$ cat src/rtl/core/wsfr_pkg.sv
// Package for the WebSocket frame receiver: parse phases, opcodes, result kinds,
// error codes and the result structure shared by the parser, output stage and top level.
// Depends on nothing.
package wsfr_pkg;

    typedef enum logic [2:0] {
        PH_HDR0,
        PH_HDR1,
        PH_EXT16,
        PH_EXT64,
        PH_MASK,
        PH_PAYLOAD
    } phase_t;

    localparam logic [3:0] OP_CONT   = 4'd0;
    localparam logic [3:0] OP_TEXT   = 4'd1;
    localparam logic [3:0] OP_BINARY = 4'd2;
    localparam logic [3:0] OP_CLOSE  = 4'd8;
    localparam logic [3:0] OP_PING   = 4'd9;
    localparam logic [3:0] OP_PONG   = 4'd10;

    localparam logic [2:0] KIND_DATA         = 3'd0;
    localparam logic [2:0] KIND_DATA_END     = 3'd1;
    localparam logic [2:0] KIND_PING         = 3'd2;
    localparam logic [2:0] KIND_PING_EMPTY   = 3'd3;
    localparam logic [2:0] KIND_CLOSE_STATUS = 3'd4;
    localparam logic [2:0] KIND_CLOSE_REASON = 3'd5;
    localparam logic [2:0] KIND_ERROR        = 3'd6;

    localparam logic [3:0] ERR_NO_MASK        = 4'd1;
    localparam logic [3:0] ERR_RESERVED       = 4'd2;
    localparam logic [3:0] ERR_CTRL_TOO_LONG  = 4'd3;
    localparam logic [3:0] ERR_CTRL_FRAGMENT  = 4'd4;
    localparam logic [3:0] ERR_CLOSE_LEN_ONE  = 4'd5;
    localparam logic [3:0] ERR_UNKNOWN_OPCODE = 4'd6;
    localparam logic [3:0] ERR_ORPHAN_CONT    = 4'd7;
    localparam logic [3:0] ERR_TOO_BIG        = 4'd8;

    localparam logic [6:0]  LEN7_EXT16      = 7'd126;
    localparam logic [6:0]  LEN7_EXT64      = 7'd127;
    localparam logic [6:0]  CTRL_MAX_LEN    = 7'd125;
    localparam logic [15:0] STATUS_NO_CODE  = 16'd1005;

    typedef struct packed {
        logic [7:0]  data_byte;
        logic [2:0]  kind;
        logic        last_flag;
        logic        binary_flag;
        logic [15:0] close_status;
        logic [3:0]  error_code;
    } result_t;

endpackage

$ cat src/rtl/core/wsfr_parser.sv
// Frame parser: header, length and mask key registers with the next-state logic that
// unmasks payload bytes and forms at most one result per accepted byte. Uses wsfr_pkg.
module wsfr_parser
    import wsfr_pkg::*;
#(
    parameter int LEN_W = 32
) (
    input  logic             aclk,
    input  logic             aresetn,
    input  logic             in_accept,
    input  logic [7:0]       in_byte,
    input  logic [LEN_W-1:0] max_len,
    output logic             res_valid,
    output result_t          res
);

    phase_t      phase_reg, phase_next;
    logic        fin_reg, fin_next;
    logic [2:0]  rsv_reg, rsv_next;
    logic [3:0]  opcode_reg, opcode_next;
    logic        mask_bit_reg, mask_bit_next;
    logic [63:0] len_reg, len_next;
    logic [2:0]  cnt_reg, cnt_next;
    logic [31:0] key_reg, key_next;
    logic [1:0]  kidx_reg, kidx_next;
    logic [1:0]  cpos_reg, cpos_next;
    logic        active_reg, active_next;
    logic        binary_reg, binary_next;
    logic [LEN_W-1:0] total_reg, total_next;
    logic [7:0]  close_hi_reg, close_hi_next;
    logic        halted_reg, halted_next;

    logic [LEN_W-1:0] remain;
    logic             too_big;
    logic             ctrl_too_long;
    logic [7:0]       key_byte;
    logic [7:0]       plain;
    logic             last_byte;

    assign remain = (max_len > total_reg) ? (max_len - total_reg) : '0;
    assign too_big = (len_reg[63:LEN_W] != '0) || (len_reg[LEN_W-1:0] > remain);
    assign ctrl_too_long = (len_reg[63:7] != '0) || (len_reg[6:0] > CTRL_MAX_LEN);
    assign last_byte = (len_reg == 64'd1);

    always_comb begin
        case (kidx_reg)
            2'd0:    key_byte = key_reg[31:24];
            2'd1:    key_byte = key_reg[23:16];
            2'd2:    key_byte = key_reg[15:8];
            default: key_byte = key_reg[7:0];
        endcase
    end

    assign plain = in_byte ^ key_byte;

    always_comb begin
        phase_next    = phase_reg;
        fin_next      = fin_reg;
        rsv_next      = rsv_reg;
        opcode_next   = opcode_reg;
        mask_bit_next = mask_bit_reg;
        len_next      = len_reg;
        cnt_next      = cnt_reg;
        key_next      = key_reg;
        kidx_next     = kidx_reg;
        cpos_next     = cpos_reg;
        active_next   = active_reg;
        binary_next   = binary_reg;
        total_next    = total_reg;
        close_hi_next = close_hi_reg;
        halted_next   = halted_reg;
        res_valid     = 1'b0;
        res           = '0;

        if (in_accept && !halted_reg) begin
            unique case (phase_reg)
                PH_HDR0: begin
                    fin_next    = in_byte[7];
                    rsv_next    = in_byte[6:4];
                    opcode_next = in_byte[3:0];
                    phase_next  = PH_HDR1;
                end
                PH_HDR1: begin
                    mask_bit_next = in_byte[7];
                    cnt_next      = 3'd0;
                    if (in_byte[6:0] == LEN7_EXT16) begin
                        len_next   = '0;
                        phase_next = PH_EXT16;
                    end else if (in_byte[6:0] == LEN7_EXT64) begin
                        len_next   = '0;
                        phase_next = PH_EXT64;
                    end else begin
                        len_next = {57'd0, in_byte[6:0]};
                        if (!in_byte[7]) begin
                            halted_next    = 1'b1;
                            res_valid      = 1'b1;
                            res.kind       = KIND_ERROR;
                            res.error_code = ERR_NO_MASK;
                        end else begin
                            phase_next = PH_MASK;
                        end
                    end
                end
                PH_EXT16, PH_EXT64: begin
                    len_next = {len_reg[55:0], in_byte};
                    cnt_next = cnt_reg + 3'd1;
                    if ((phase_reg == PH_EXT16 && cnt_next == 3'd2) ||
                        (phase_reg == PH_EXT64 && cnt_next == 3'd0)) begin
                        cnt_next = 3'd0;
                        if (!mask_bit_reg) begin
                            halted_next    = 1'b1;
                            res_valid      = 1'b1;
                            res.kind       = KIND_ERROR;
                            res.error_code = ERR_NO_MASK;
                        end else begin
                            phase_next = PH_MASK;
                        end
                    end
                end
                PH_MASK: begin
                    key_next = {key_reg[23:0], in_byte};
                    cnt_next = cnt_reg + 3'd1;
                    if (cnt_next == 3'd4) begin
                        kidx_next  = 2'd0;
                        cpos_next  = 2'd0;
                        phase_next = PH_PAYLOAD;
                        if (rsv_reg != 3'd0) begin
                            halted_next    = 1'b1;
                            res_valid      = 1'b1;
                            res.kind       = KIND_ERROR;
                            res.error_code = ERR_RESERVED;
                        end else if (opcode_reg[3]) begin
                            if (ctrl_too_long || !fin_reg) begin
                                halted_next    = 1'b1;
                                res_valid      = 1'b1;
                                res.kind       = KIND_ERROR;
                                res.error_code = ctrl_too_long ? ERR_CTRL_TOO_LONG
                                                               : ERR_CTRL_FRAGMENT;
                            end else if (len_reg == 64'd0) begin
                                phase_next = PH_HDR0;
                                case (opcode_reg)
                                    OP_CLOSE: begin
                                        halted_next      = 1'b1;
                                        res_valid        = 1'b1;
                                        res.kind         = KIND_CLOSE_STATUS;
                                        res.last_flag    = 1'b1;
                                        res.close_status = STATUS_NO_CODE;
                                    end
                                    OP_PING: begin
                                        res_valid     = 1'b1;
                                        res.kind      = KIND_PING_EMPTY;
                                        res.last_flag = 1'b1;
                                    end
                                    OP_PONG: begin
                                    end
                                    default: begin
                                        halted_next    = 1'b1;
                                        res_valid      = 1'b1;
                                        res.kind       = KIND_ERROR;
                                        res.error_code = ERR_UNKNOWN_OPCODE;
                                    end
                                endcase
                            end
                        end else if ((opcode_reg == OP_CONT && !active_reg) ||
                                     (opcode_reg != OP_CONT && opcode_reg != OP_TEXT &&
                                      opcode_reg != OP_BINARY)) begin
                            halted_next    = 1'b1;
                            res_valid      = 1'b1;
                            res.kind       = KIND_ERROR;
                            res.error_code = (opcode_reg == OP_CONT) ? ERR_ORPHAN_CONT
                                                                     : ERR_UNKNOWN_OPCODE;
                        end else begin
                            if (opcode_reg != OP_CONT) begin
                                active_next = 1'b1;
                                binary_next = (opcode_reg == OP_BINARY);
                            end
                            if (too_big) begin
                                halted_next    = 1'b1;
                                res_valid      = 1'b1;
                                res.kind       = KIND_ERROR;
                                res.error_code = ERR_TOO_BIG;
                            end else begin
                                total_next = total_reg + len_reg[LEN_W-1:0];
                                if (len_reg == 64'd0) begin
                                    phase_next = PH_HDR0;
                                    if (fin_reg) begin
                                        res_valid       = 1'b1;
                                        res.kind        = KIND_DATA_END;
                                        res.last_flag   = 1'b1;
                                        res.binary_flag = binary_next;
                                        active_next     = 1'b0;
                                        total_next      = '0;
                                    end
                                end
                            end
                        end
                    end
                end
                PH_PAYLOAD: begin
                    len_next  = len_reg - 64'd1;
                    kidx_next = kidx_reg + 2'd1;
                    if (cpos_reg != 2'd2) begin
                        cpos_next = cpos_reg + 2'd1;
                    end
                    if (last_byte) begin
                        phase_next = PH_HDR0;
                    end
                    if (!opcode_reg[3]) begin
                        res_valid       = 1'b1;
                        res.kind        = KIND_DATA;
                        res.data_byte   = plain;
                        res.binary_flag = binary_reg;
                        res.last_flag   = last_byte && fin_reg;
                        if (last_byte && fin_reg) begin
                            active_next = 1'b0;
                            total_next  = '0;
                        end
                    end else begin
                        case (opcode_reg)
                            OP_CLOSE: begin
                                if (last_byte) begin
                                    halted_next = 1'b1;
                                end
                                if (cpos_reg == 2'd0 && last_byte) begin
                                    res_valid      = 1'b1;
                                    res.kind       = KIND_ERROR;
                                    res.error_code = ERR_CLOSE_LEN_ONE;
                                end else if (cpos_reg == 2'd0) begin
                                    close_hi_next = plain;
                                end else if (cpos_reg == 2'd1) begin
                                    res_valid        = 1'b1;
                                    res.kind         = KIND_CLOSE_STATUS;
                                    res.last_flag    = last_byte;
                                    res.close_status = {close_hi_reg, plain};
                                end else begin
                                    res_valid     = 1'b1;
                                    res.kind      = KIND_CLOSE_REASON;
                                    res.data_byte = plain;
                                    res.last_flag = last_byte;
                                end
                            end
                            OP_PING: begin
                                res_valid     = 1'b1;
                                res.kind      = KIND_PING;
                                res.data_byte = plain;
                                res.last_flag = last_byte;
                            end
                            OP_PONG: begin
                            end
                            default: begin
                                if (last_byte) begin
                                    halted_next    = 1'b1;
                                    res_valid      = 1'b1;
                                    res.kind       = KIND_ERROR;
                                    res.error_code = ERR_UNKNOWN_OPCODE;
                                end
                            end
                        endcase
                    end
                end
                default: begin
                    phase_next = PH_HDR0;
                end
            endcase
        end
    end

    always_ff @(posedge aclk) begin
        if (!aresetn) begin
            phase_reg    <= PH_HDR0;
            fin_reg      <= 1'b0;
            rsv_reg      <= '0;
            opcode_reg   <= '0;
            mask_bit_reg <= 1'b0;
            len_reg      <= '0;
            cnt_reg      <= '0;
            key_reg      <= '0;
            kidx_reg     <= '0;
            cpos_reg     <= '0;
            active_reg   <= 1'b0;
            binary_reg   <= 1'b0;
            total_reg    <= '0;
            close_hi_reg <= '0;
            halted_reg   <= 1'b0;
        end else begin
            phase_reg    <= phase_next;
            fin_reg      <= fin_next;
            rsv_reg      <= rsv_next;
            opcode_reg   <= opcode_next;
            mask_bit_reg <= mask_bit_next;
            len_reg      <= len_next;
            cnt_reg      <= cnt_next;
            key_reg      <= key_next;
            kidx_reg     <= kidx_next;
            cpos_reg     <= cpos_next;
            active_reg   <= active_next;
            binary_reg   <= binary_next;
            total_reg    <= total_next;
            close_hi_reg <= close_hi_next;
            halted_reg   <= halted_next;
        end
    end

endmodule

$ cat src/rtl/core/wsfr_out_stage.sv
// Result register between the parser and the master stream port; it frees the input
// side whenever the held result is empty or being taken. Uses wsfr_pkg.
module wsfr_out_stage
    import wsfr_pkg::*;
(
    input  logic    aclk,
    input  logic    aresetn,
    input  logic    load,
    input  logic    res_valid,
    input  result_t res,
    input  logic    take,
    output logic    space,
    output logic    out_valid,
    output result_t out_res
);

    logic    valid_reg, valid_next;
    result_t res_reg, res_next;

    assign space     = !valid_reg || take;
    assign out_valid = valid_reg;
    assign out_res   = res_reg;

    always_comb begin
        valid_next = valid_reg;
        res_next   = res_reg;
        if (load) begin
            valid_next = res_valid;
            res_next   = res;
        end else if (take) begin
            valid_next = 1'b0;
        end
    end

    always_ff @(posedge aclk) begin
        if (!aresetn) begin
            valid_reg <= 1'b0;
        end else begin
            valid_reg <= valid_next;
        end
        res_reg <= res_next;
    end

endmodule

$ cat src/rtl/core/websocket_frame_receiver_top.sv
// WebSocket client-to-server frame receiver: one received byte per transaction in,
// at most one result per byte out, registered in the cycle after the input transaction.
// Throughput is one byte per cycle while m_tready does not hold off the result register;
// the parser and the result register set that figure. Reset clears the parser and the
// result valid flag and sets max_len_reg to 65536. Depends on wsfr_pkg, wsfr_parser and wsfr_out_stage.
module websocket_frame_receiver_top
    import wsfr_pkg::*;
#(
    parameter int MSG_LEN_BITS = 32
) (
    input  logic        aclk,
    input  logic        aresetn,
    input  logic        s_tvalid,
    output logic        s_tready,
    input  logic [7:0]  s_tdata,   // [7:0] rx_byte
    output logic        m_tvalid,
    input  logic        m_tready,
    output logic [31:0] m_tdata,   // [7:0] data_byte, [23:8] close_status, [27:24] error_code
    output logic [3:0]  m_tuser,   // [2:0] kind, [3] binary_flag
    output logic        m_tlast,
    input  logic        cfg_valid,
    output logic        cfg_ready,
    input  logic [31:0] cfg_data
);

    localparam int LEN_W = (MSG_LEN_BITS < 32) ? MSG_LEN_BITS : 32;

    logic [31:0] max_len_reg, max_len_next;
    logic        in_accept;
    logic        res_valid;
    result_t     res;
    result_t     out_res;

    assign cfg_ready    = 1'b1;
    assign max_len_next = (cfg_valid && cfg_ready) ? cfg_data : max_len_reg;

    always_ff @(posedge aclk) begin
        if (!aresetn) begin
            max_len_reg <= 32'd65536;
        end else begin
            max_len_reg <= max_len_next;
        end
    end

    assign in_accept = s_tvalid && s_tready;

    wsfr_parser #(
        .LEN_W(LEN_W)
    ) u_parser (
        .aclk      (aclk),
        .aresetn   (aresetn),
        .in_accept (in_accept),
        .in_byte   (s_tdata),
        .max_len   (max_len_reg[LEN_W-1:0]),
        .res_valid (res_valid),
        .res       (res)
    );

    wsfr_out_stage u_out (
        .aclk      (aclk),
        .aresetn   (aresetn),
        .load      (in_accept),
        .res_valid (res_valid),
        .res       (res),
        .take      (m_tready),
        .space     (s_tready),
        .out_valid (m_tvalid),
        .out_res   (out_res)
    );

    assign m_tdata = {4'd0, out_res.error_code, out_res.close_status, out_res.data_byte};
    assign m_tuser = {out_res.binary_flag, out_res.kind};
    assign m_tlast = out_res.last_flag;

endmodule
$ cat config.mk
export PLATFORM = sky130hd
export DESIGN_NAME = websocket_frame_receiver_top
export DESIGN_NICKNAME = d
export VERILOG_FILES = /design/src/rtl/core/wsfr_pkg.sv /design/src/rtl/core/wsfr_parser.sv /design/src/rtl/core/wsfr_out_stage.sv /design/src/rtl/core/websocket_frame_receiver_top.sv
export SDC_FILE = /design/constraint.sdc
export NUM_CORES = 1
export LEC_CHECK = 0
export BUFFER_PORTS_ARGS = -buffer_cell sky130_fd_sc_hd__buf_2
export CORE_MARGIN = 1
export CORE_UTILIZATION = 40
export CTS_CLUSTER_DIAMETER = 100
export DETAILED_ROUTE_END_ITERATION = 8
export GPL_TIMING_DRIVEN = 0
export PLACE_DENSITY_LB_ADDON = 0.15
export RECOVER_POWER = 100
export SLEW_MARGIN = 0
export SYNTH_ARGS = -nofsm -noshare
export SYNTH_HDL_FRONTEND = slang
export SYNTH_HIERARCHICAL = 1
export SYNTH_SLANG_ARGS = --single-unit
$ cat constraint.sdc
create_clock -name aclk -period 5.77 [get_ports aclk]
set_clock_uncertainty 0.15 [all_clocks]
set_input_delay 1.154 -clock aclk [delete_from_list [all_inputs] [get_ports aclk]]
set_output_delay 1.154 -clock aclk [all_outputs]
set_load 0.1 [all_outputs]
**After elaboration in Yosys (flattened, before gate mapping)**

Cells that the tools add are included.

- Register bits after elaboration: 224
- Latch bits: 0
- Memory bits (writable): 0
- Bits in read-only memories: 0
- Word-level logic and storage cells: 292
- Memories: 0

- Add/subtract/negate cells: 6
- $mul: 0
- Div/mod/pow operators: 0
- Order comparisons: 3
- Eq/ne operators: 41
- Shift-type cells: 0
- Multiplexer cells: 162
- Bitwise gates (word level): 5
- Reductions and logical operators: 52

Operator list:

| cell | number |
|---|---|
| $mux W32 | 10 |
| $pmux W64 S3 | 1 |
| $mux W16 | 6 |
| $mux W3 | 30 |
| $eq A64 B1 Y1 const B | 1 |
| $gt A32 B32 Y1 | 2 |
| $logic_not A64 Y1 | 1 |
| $mux W64 | 1 |
| $pmux W32 S2 | 1 |
| $sub A64 B1 Y64 const B | 1 |
| $mux W1 | 63 |
| $reduce_bool A57 Y1 | 1 |
| $mux W20 | 2 |
| $mux W4 | 10 |
| $mux W5 | 8 |
| $pmux W18 S2 | 1 |
| $add A32 B32 Y32 | 1 |
| $reduce_bool A32 Y1 | 1 |
| $sub A32 B32 Y32 | 1 |
| $pmux W3 S3 | 3 |
| $mux W25 | 1 |
| $mux W12 | 2 |
| $pmux W8 S3 | 1 |
| $ne A2 B2 Y1 const B | 11 |
| other kinds (50) | 109 |

**Logic depth before layout (Yosys ltp)**

Gate-level depths: netlist of run 1.

- Word-level depth: 25
- Depth in mapped cells: 27
- Depth with buffers taken out: 25

**Hierarchy**

The synthesis of run 1 kept the hierarchy.

By module, submodules not included:

| module | instances | cells an instance | area each (um2) | seq. area each (um2) |
|---|---|---|---|---|
| wsfr_parser | 1 | 1800 | 12887.4 | 3163.0 |
| websocket_frame_receiver_top | 1 | 111 | 1292.5 | 640.6 |
| wsfr_out_stage | 1 | 38 | 1033.5 | 1011.0 |

**Least setup slack after synthesis of run 1**

Ideal clock, no wire load.

- Path kind: register -> register
- Start point: register u_parser.total_reg[0]
- End point: register u_parser.total_reg[28]
- Arrival: 5.467 ns
- Data required time: 5.500 ns
- Path slack: 0.033 ns
- Stages on the path, launching flop included: 25
- Cells stage by stage: dfxtp_1 > ha_1 > inv_1 > fa_1 > a211oi_1 > o21ai_0 > a2111oi_0 > nor4_1 > nor2_1 > a21oi_1 > a2111oi_0 > o21a_1 > o21ai_0 > ha_1 > nand2_1 > nor2_1 > a2111oi_0 > o21ai_0 > o221a_2 > or3_1 > clkbuf_1 > a211o_1 > and3_1 > buf_6 > a211o_1

- Longest elaborated chain between the ends: 9
- Elaborated cells between the ends (all ways): 16
- Classes of those cells: add/sub: 2; order compare: 2; eq/ne: 1; mux: 9; reduce/logical: 2

RTL lines:

| element | RTL line | source |
|---|---|---|
| from (decl) | wsfr_parser.sv:29 | `logic [LEN_W-1:0] total_reg, total_next;` |
| from (signal assigned) | wsfr_parser.sv:298 | `total_reg <= total_next;` |
| parallel branches: the longest is 9 deep, another holds $sub A32 B32 Y32 | -- |  |

Several ways; the timed one is not identified. The select of a mux whose other input is x is not followed.
A chain may end at the register's enable or synchronous reset.

**Worst setup path in the final report of run 1**

- Start point: register max_len_reg[0]
- End point: register u_out.res_reg (netlist bit u_out/out_res[24]), data pin

- Longest elaborated chain between the ends: 10
- Elaborated cells between the ends (all ways): 11
- Classes of those cells: add/sub: 1; order compare: 2; mux: 7; reduce/logical: 1

RTL lines:

| element | RTL line | source |
|---|---|---|
| from (decl) | websocket_frame_receiver_top.sv:28 | `logic [31:0] max_len_reg, max_len_next;` |
| from (signal assigned) | websocket_frame_receiver_top.sv:41 | `max_len_reg <= max_len_next;` |
| $sub A32 B32 Y32 / $gt A32 B32 Y1 (equally long branches) | wsfr_parser.sv:40 | `assign remain = (max_len > total_reg) ? (max_len - total_reg) : '0;` |
| $mux W32 * | wsfr_parser.sv:40 |  |
| $gt A32 B32 Y1 * | wsfr_parser.sv:41 | `assign too_big = (len_reg[63:LEN_W] != '0) \|\| (len_reg[LEN_W-1:0] > remain);` |
| $logic_or A1 B1 Y1 * | wsfr_parser.sv:41 |  |
| $mux W3 * | wsfr_parser.sv:177 | `if (too_big) begin` |
| $mux W3 * | wsfr_parser.sv:164 | `end else if ((opcode_reg == OP_CONT && !active_reg) \|\|` |
| $mux W4 * | wsfr_parser.sv:132 | `end else if (opcode_reg[3]) begin` |
| $mux W3 * | wsfr_parser.sv:127 | `if (rsv_reg != 3'd0) begin` |
| $mux W25 * | wsfr_parser.sv:123 | `if (cnt_next == 3'd4) begin` |
| $pmux W3 S4 * | wsfr_parser.sv:76 | `unique case (phase_reg)` |
| to (signal assigned) | wsfr_out_stage.sv:41 | `res_reg <= res_next;` |
| to (decl) | wsfr_out_stage.sv:18 | `result_t res_reg, res_next;` |

Mark *: on every way between the ends. The rest lies on a longest branch, timed or not.

==> results.ini, run 1 <==
[status]
status = complete, but fails checks
violations = max-capacitance violations

[hold_path]
hold_path.class = reg2reg
worstHoldStart = u_parser/key_reg[29]
holdPathStages = 2

[die]
die_x_um = 197
fp.dieH_um = 197
row_count = 71
start_util = 0.405
dieArea_sq_mm = 0.0388
io_pins = 85
core-area_sq_mm = 0.0376

[synthesis]
yosys.area.top_type = dfxtp_1
ys_types = 79
synthTopCellsByArea = dfxtp_1 (25%), ha_1 (8.8%), edfxtp_1 (6.5%)
ys.flop_type = dfxtp_1
yosysWarningCount = 6
synthTopCellsByCount = nand2_1 (241), a21oi_1 (196), dfxtp_1 (191)
syn_inst = 1949
netlist_area_sq_mm = 0.0152
synth_area_per_cell_sq_um = 7.81
yosysMostFrequentCell = nand2_1
synth_edf_count = 33
async_reset_ff_frac = 0
synth_top_area_share = 0.251
ys_seq_area_frac = 0.316
synth-seq-cells = 224

[layout]
synthToLayoutAreaGrowth_pct = 13.7
final_cells = 2598
drive_gt1_frac = 0.0733
final_nets = 2221
diodes = 0
final_area_sq_mm = 0.0173
largest_reg_flops = 64
post-route-util = 0.460

[clock_network]
clk_pin_slew_worst_paths_ps = 60
htreeDepth = 1
clk_path_buf_depth = 3
cts-buffers-inserted = 27
cts.sinks = 224
root_buffer = clkbuf_16
cts_tree = done
insertion_delay_ps = 550

[timing]
finalHoldViolations = 0
worstMarginPinSlew_ps = 1470
setup_violations = 0
max_slew_margin = 0.00772
finalCriticalPeriod_ps = 5580
period_share = 0.966
fmax_mhz = 179
setup_tns_ps = 0
finalMaxSlewViolations = 0

[worst_setup_path]
start_kind = register
critPathCaptureType = register
timing.reg2reg.setup_slack_ps = 190
crit_arrival_ps = 5690
crit_end = u_out/out_res[24]
r2r_cells = 23
worstPathRequired_ps = 5890
worstSetupPathType = reg2reg
startpoint = max_len_reg[0]
reg2reg_to = u_out/out_res[24]
crit_path_max_fanout = 6
reg2reg_from = max_len_reg[0]

[power_and_ir_drop]
ir_drop_v = 0.000200
power_density_mw_per_mm2 = 328
totalPowerFinal_mw = 5.67
p_leak_nw = 6.85

[grt]
grt_pass1_vias = 14300
grt_max_degree = 38
grt_pass1_wl_mm = 81.1
grt_use_total = 0.264
grt_overflow = 0
antenna_found_initial = 0

[place]
place_congestion = 0.969
placed_area_sq_mm = 0.0163
placedCellCount = 2541
dp_hpwl_mm = 38.8
numPortBuffers = 78

[routing]
firstDrtPassIters = 6
avgViaCountPerCell = 5.91
wirelength_mm = 52.2
ant_nets = 0
vias = 15400
wl_per_cell_um = 20.1
drt-initial-drc-count = 1444
drc = 0

[job]
cap_violations = 1

-- report_power, final --
part	internal, mW	switching, mW
logic	0.700	1.54
registers	1.66	0.0922
clock network	0.988	0.689
-- placed cells by master, fill, tap and decap left out, types with 19 or more instances in the layout --
master / n
a21oi_1: 192
a21o_1: 46
dfxtp_1: 189
or3_1: 19
nand4_1: 19
ha_1: 106
nor4_1: 27
xnor2_1: 31
nor2_1: 181
a211oi_1: 25
mux2i_1: 54
buf_2: 45
o21ai_0: 121
nor2b_1: 48
nand2_1: 240
inv_1: 63
clkbuf_1: 133
nand2b_1: 23
clkbuf_16: 27
nand3_1: 56
nor3_1: 51
edfxtp_1: 33
xor2_1: 32
a22oi_1: 21
-- worst min-delay path by stage --
| stage | slack (ps) | to |
|---|---|---|
| after floorplan | 290 | u_parser/key_reg[24] |
| after global placement | 290 | u_parser/key_reg[24] |
| after detailed placement | 300 | u_parser/key_reg[26] |
| after CTS | 300 | u_parser/key_reg[26] |
| after global routing | 340 | u_parser/key_reg[30] |
| final | 300 | u_parser/key_reg[29] |
-- logic make-up (layout without fill, tap and decap cells) --
group | after synthesis | in the layout | share of synthesized area
and+or+nand+nor | 754 | 754 | 0.238
adders and majority gates | 109 | 109 | 0.0906
AOI/OAI and AO/OA | 563 | 563 | 0.232
muxes | 55 | 55 | 0.0363
buffers and inverters | 179 | 314 | 0.0499
DFF | 224 | 224 | 0.316
xor gates and xnor gates | 63 | 63 | 0.0363
other | 2 | 5 | 0.000494
-- critical path, stage by stage (launching register included) --
cell and delay [ps]:
dfxtp_2 320, inv_2 40, ha_2 180, inv_2 40, fa_2 400, a211oi_4 320, o21ai_4 100, a2111oi_4 350
buf_4 190, nor4_2 50, nor2_1 180, a21oi_2 130, a2111oi_4 420, o21a_1 190, o21ai_2 90, ha_1 300
nand2_2 50, buf_4 130, nor2_2 140, nand3_2 140, or4_4 540, a2111o_1 500, a32oi_1 200, o22ai_1 120
-- metal layers --
metal / global-route usage / wire length (um) / up-vias
met3: 0.0340 / 3960 / 110
li1: - / - / 7297
met1: 0.385 / 24600 / 7279
met2: 0.399 / 22100 / 671
met5: 0 / 0 / -
met4: 0.0902 / 1580 / 0
-- cell type report --
class	count	area, sq um
Fill cell	3797	20300
Multi-Input combinational cell	1549	9820
Sequential cell	224	4820
Clock buffer	34	702
Tap cell	511	639
Buffer	111	495
Timing Repair Buffer	89	428
Inverter	65	244
Clock inverter	15	146
-- repair_timing --
item,4_1_cts,5_1_grt
hold endpoints to repair,0,0
endpoints found under the setup margin,43,41
gates resized for setup,36,30
buffers inserted,4,7
hold buffers,0,0
pin swaps,7,16
-- per-stage QoR --
stage | hold WS (ps) | worst slack [ps]
floorplan | 286 | 32.9
global placement | 292 | -1890
detailed placement | 296 | -1910
CTS | 304 | 1.67
global route | 338 | -38.0
finish | 304 | 194
(Power assumes the default switching activity.)
==> run 2: changes to the inputs <==
==> constraint.sdc (replaced) <==
create_clock -name aclk -period 5.77 [get_ports aclk]
set_clock_uncertainty 0.15 [all_clocks]
set_input_delay 0.577 -clock aclk [delete_from_list [all_inputs] [get_ports aclk]]
set_output_delay 0.577 -clock aclk [all_outputs]
set_load 0.1 [all_outputs]
==> run 2 against run 1 <==
Effect of this change: maximum frequency up 0.12%; clock-buffer cell count unchanged; first-iteration DRC count rose by 3.0%; sequential share of layout area fell by 0.064 points; final area is 0.23% higher; sequential power about the same; die area unchanged; the run still ends with max-capacitance violations left; largest power group unchanged; clock power hardly changed.
==> results.ini, run 2 (synthesis gave the netlist of run 1 again) <==
[worst_setup_path]
start_kind = register
worstPathCellList = inv_2 -> ha_2 -> inv_2 -> fa_2 -> a211oi_4 -> o21ai_4 -> a2111oi_4 -> buf_4 -> nor4_2 -> nor2_1 -> a21oi_2 -> a2111oi_4 -> o21a_1 -> o21ai_2 -> ha_1 -> nand2_2 -> buf_4 -> nor2_2 -> nand3_2 -> or4_4 -> a2111o_1 -> a32oi_1 -> o22ai_1
worstSetupPathType = reg2reg
timing.reg2reg.setup_slack_ps = 200  ; about the same
crit_family = compound AO/OA/AOI/OAI gates
reg2reg_to = u_out/out_res[24]
crit_arrival_ps = 5690  ; about the same
crit_path_max_fanout = 6  ; unchanged
cp_slowest_cell = or4_4
cp.buffers_inverters = 4  ; unchanged
r2r_cells = 23  ; unchanged
crit_path_max_incr_delay_ps = 540  ; about the same
critPathCaptureType = register
worstPathRequired_ps = 5890  ; about the same
reg2reg_from = max_len_reg[0]

[timing]
finalHoldViolations = 0  ; unchanged
max_slew_margin = 0.00140  ; -0.00632
timing.hold.ws_ps = 110  ; -194 ps
finalMaxSlewViolations = 0  ; unchanged
setup_violations = 0  ; unchanged
period_share = 0.965  ; -0.00114
fmax_mhz = 180  ; +0.12%
worstMarginPinSlew_ps = 1480  ; +9.39 ps
setup_tns_ps = 0  ; unchanged
finalCriticalPeriod_ps = 5570  ; -6.58 ps

[power_and_ir_drop]
clock_power_share = 0.296  ; about the same
p_leak_nw = 6.87  ; +0.29%
p_int_mw = 3.35  ; about the same
p_sw_mw = 2.33  ; +0.34%
totalPowerFinal_mw = 5.68  ; +0.18%
comb_power_share = 0.395  ; about the same
power_density_mw_per_mm2 = 328  ; about the same
power_switching_share = 0.410  ; +0.000672
seq_power_share = 0.309  ; about the same
ir_drop_v = 0.000200  ; about the same

[clock_network]
clk_path_buf_depth = 3  ; unchanged
hold_buffers = 0  ; unchanged
htreeDepth = 1  ; unchanged
insertion_delay_ps = 550  ; about the same
clk_pin_slew_worst_paths_ps = 60  ; about the same
cts-buffers-inserted = 27  ; unchanged
cts.sinks = 224  ; unchanged
root_buffer = clkbuf_16
cts_tree = done

[hold_path]
hold_path.class = in2reg
worstHoldStart = cfg_data[16]
holdPathStages = 3  ; +1
holdPathEnd = max_len_reg[16]

[layout]
final_cells = 2598  ; unchanged
synthToLayoutAreaGrowth_pct = 13.9
post-route-util = 0.461  ; +0.00107
final_cell_mix = nand2_1 (240), a21oi_1 (192), dfxtp_1 (189)
diodes = 0  ; unchanged
layout_commonest_cell = nand2_1
drive_gt1_frac = 0.0747  ; +0.00144
largest_reg_flops = 64  ; unchanged
final_nets = 2221  ; unchanged

[routing]
drc = 0  ; unchanged
firstDrtPassIters = 6  ; unchanged
wirelength_mm = 52.4  ; +0.25%
wl_per_cell_um = 20.2  ; +0.25%
drt-initial-drc-count = 1487  ; +3.0%
ant_nets = 0  ; unchanged
vias = 15400  ; +0.013%
avgViaCountPerCell = 5.91  ; about the same

[place]
placedCellCount = 2541  ; unchanged
place_congestion = 0.969  ; unchanged
dp_hpwl_mm = 38.8  ; unchanged
numPortBuffers = 78  ; unchanged

[die]
core-area_sq_mm = 0.0376  ; unchanged
fp.dieH_um = 197  ; unchanged
io_pins = 85  ; unchanged
start_util = 0.405  ; unchanged
die_x_um = 197  ; unchanged
row_count = 71  ; unchanged
dieArea_sq_mm = 0.0388  ; unchanged

[grt]
antenna_found_initial = 0  ; unchanged
grt_overflow = 0  ; unchanged
grt_use_total = 0.264  ; unchanged
grt_max_degree = 38  ; unchanged
grt_pass1_vias = 14300  ; unchanged
grt_pass1_wl_mm = 81.1  ; unchanged

[status]
status = complete, but fails checks
violations = max-capacitance violations

[job]
cap_violations = 1  ; unchanged

run 2: cell count changes in the layout (fill, tap and decap cells not counted), sizes merged:
cell,previous run,this run
buf,70,72
clkbuf,164,162
run 2: repair_timing:
item                       4_1_cts  5_1_grt
setup buffers                    4        7
pin swaps                        7       16
cloned                           0        0
setup endpoints to repair       43       41
resized for setup               36       30
run 2: cell type report:
| type | count | area (sq um) |
|---|---|---|
| fillers | 3794 | 20200 |
| multi-input cells | 1549 | 9820 |
| flip-flops and latches | 224 | 4820 |
| clock buffers | 34 | 702 |
| well taps | 511 | 639 |
| plain buffers | 111 | 536 |
| repair buffers | 89 | 428 |
| inverters | 65 | 244 |
| clock inverters | 15 | 146 |
run 2: worst min-delay path, stage by stage:
cell	delay (ps)
buf_2	80
mux2i_1	60
nand2_1	60
run 2: power by group through the flow:
| stage | clock network (mW) | registers, mW | logic, mW |
|---|---|---|---|
| 2_1_floorplan | 0 | 1.83 | 1.45 |
| 3_3_place_gp | 0 | 1.78 | 2.10 |
| 3_5_place_dp | 0 | 1.78 | 2.11 |
| 4_1_cts | 1.73 | 1.75 | 2.16 |
| 5_1_grt | 1.78 | 1.76 | 2.42 |
| 6_report | 1.68 | 1.75 | 2.25 |
run 2: worst max path at each step:
stage | slack (ps) | cells after the start | to | from
6_report | 200 | 23 | u_out/out_res[24] | max_len_reg[0]
5_1_grt | -40 | 26 | u_out/out_valid | max_len_reg[0]
4_1_cts | 2 | 22 | u_out/out_res[24] | u_parser/total_reg[0]
3_5_place_dp | -1910 | 24 | u_parser/total_reg[4] | u_parser/total_reg[0]
3_3_place_gp | -1890 | 24 | u_parser/total_reg[4] | u_parser/total_reg[0]
2_1_floorplan | 30 | 24 | u_parser/total_reg[28] | u_parser/total_reg[0]
run 2: routing by layer:
layer,track usage,vias to the layer above,routed length (um),part of all wire
met3,0.0340,102,4090,0.078
li1,-,7293,-,-
met5,0,-,0,0
met2,0.399,661,22200,0.42
met1,0.385,7303,24500,0.47
met4,0.0902,0,1560,0.030
run 2: metrics by stage:
step | cell area, sq um | setup slack [ps]
2_1_floorplan | 15200 | 32.9
3_3_place_gp | 16300 | -1890
3_5_place_dp | 16300 | -1910
4_1_cts | 17300 | 1.67
5_1_grt | 17300 | -38.0
6_report | 17300 | 201
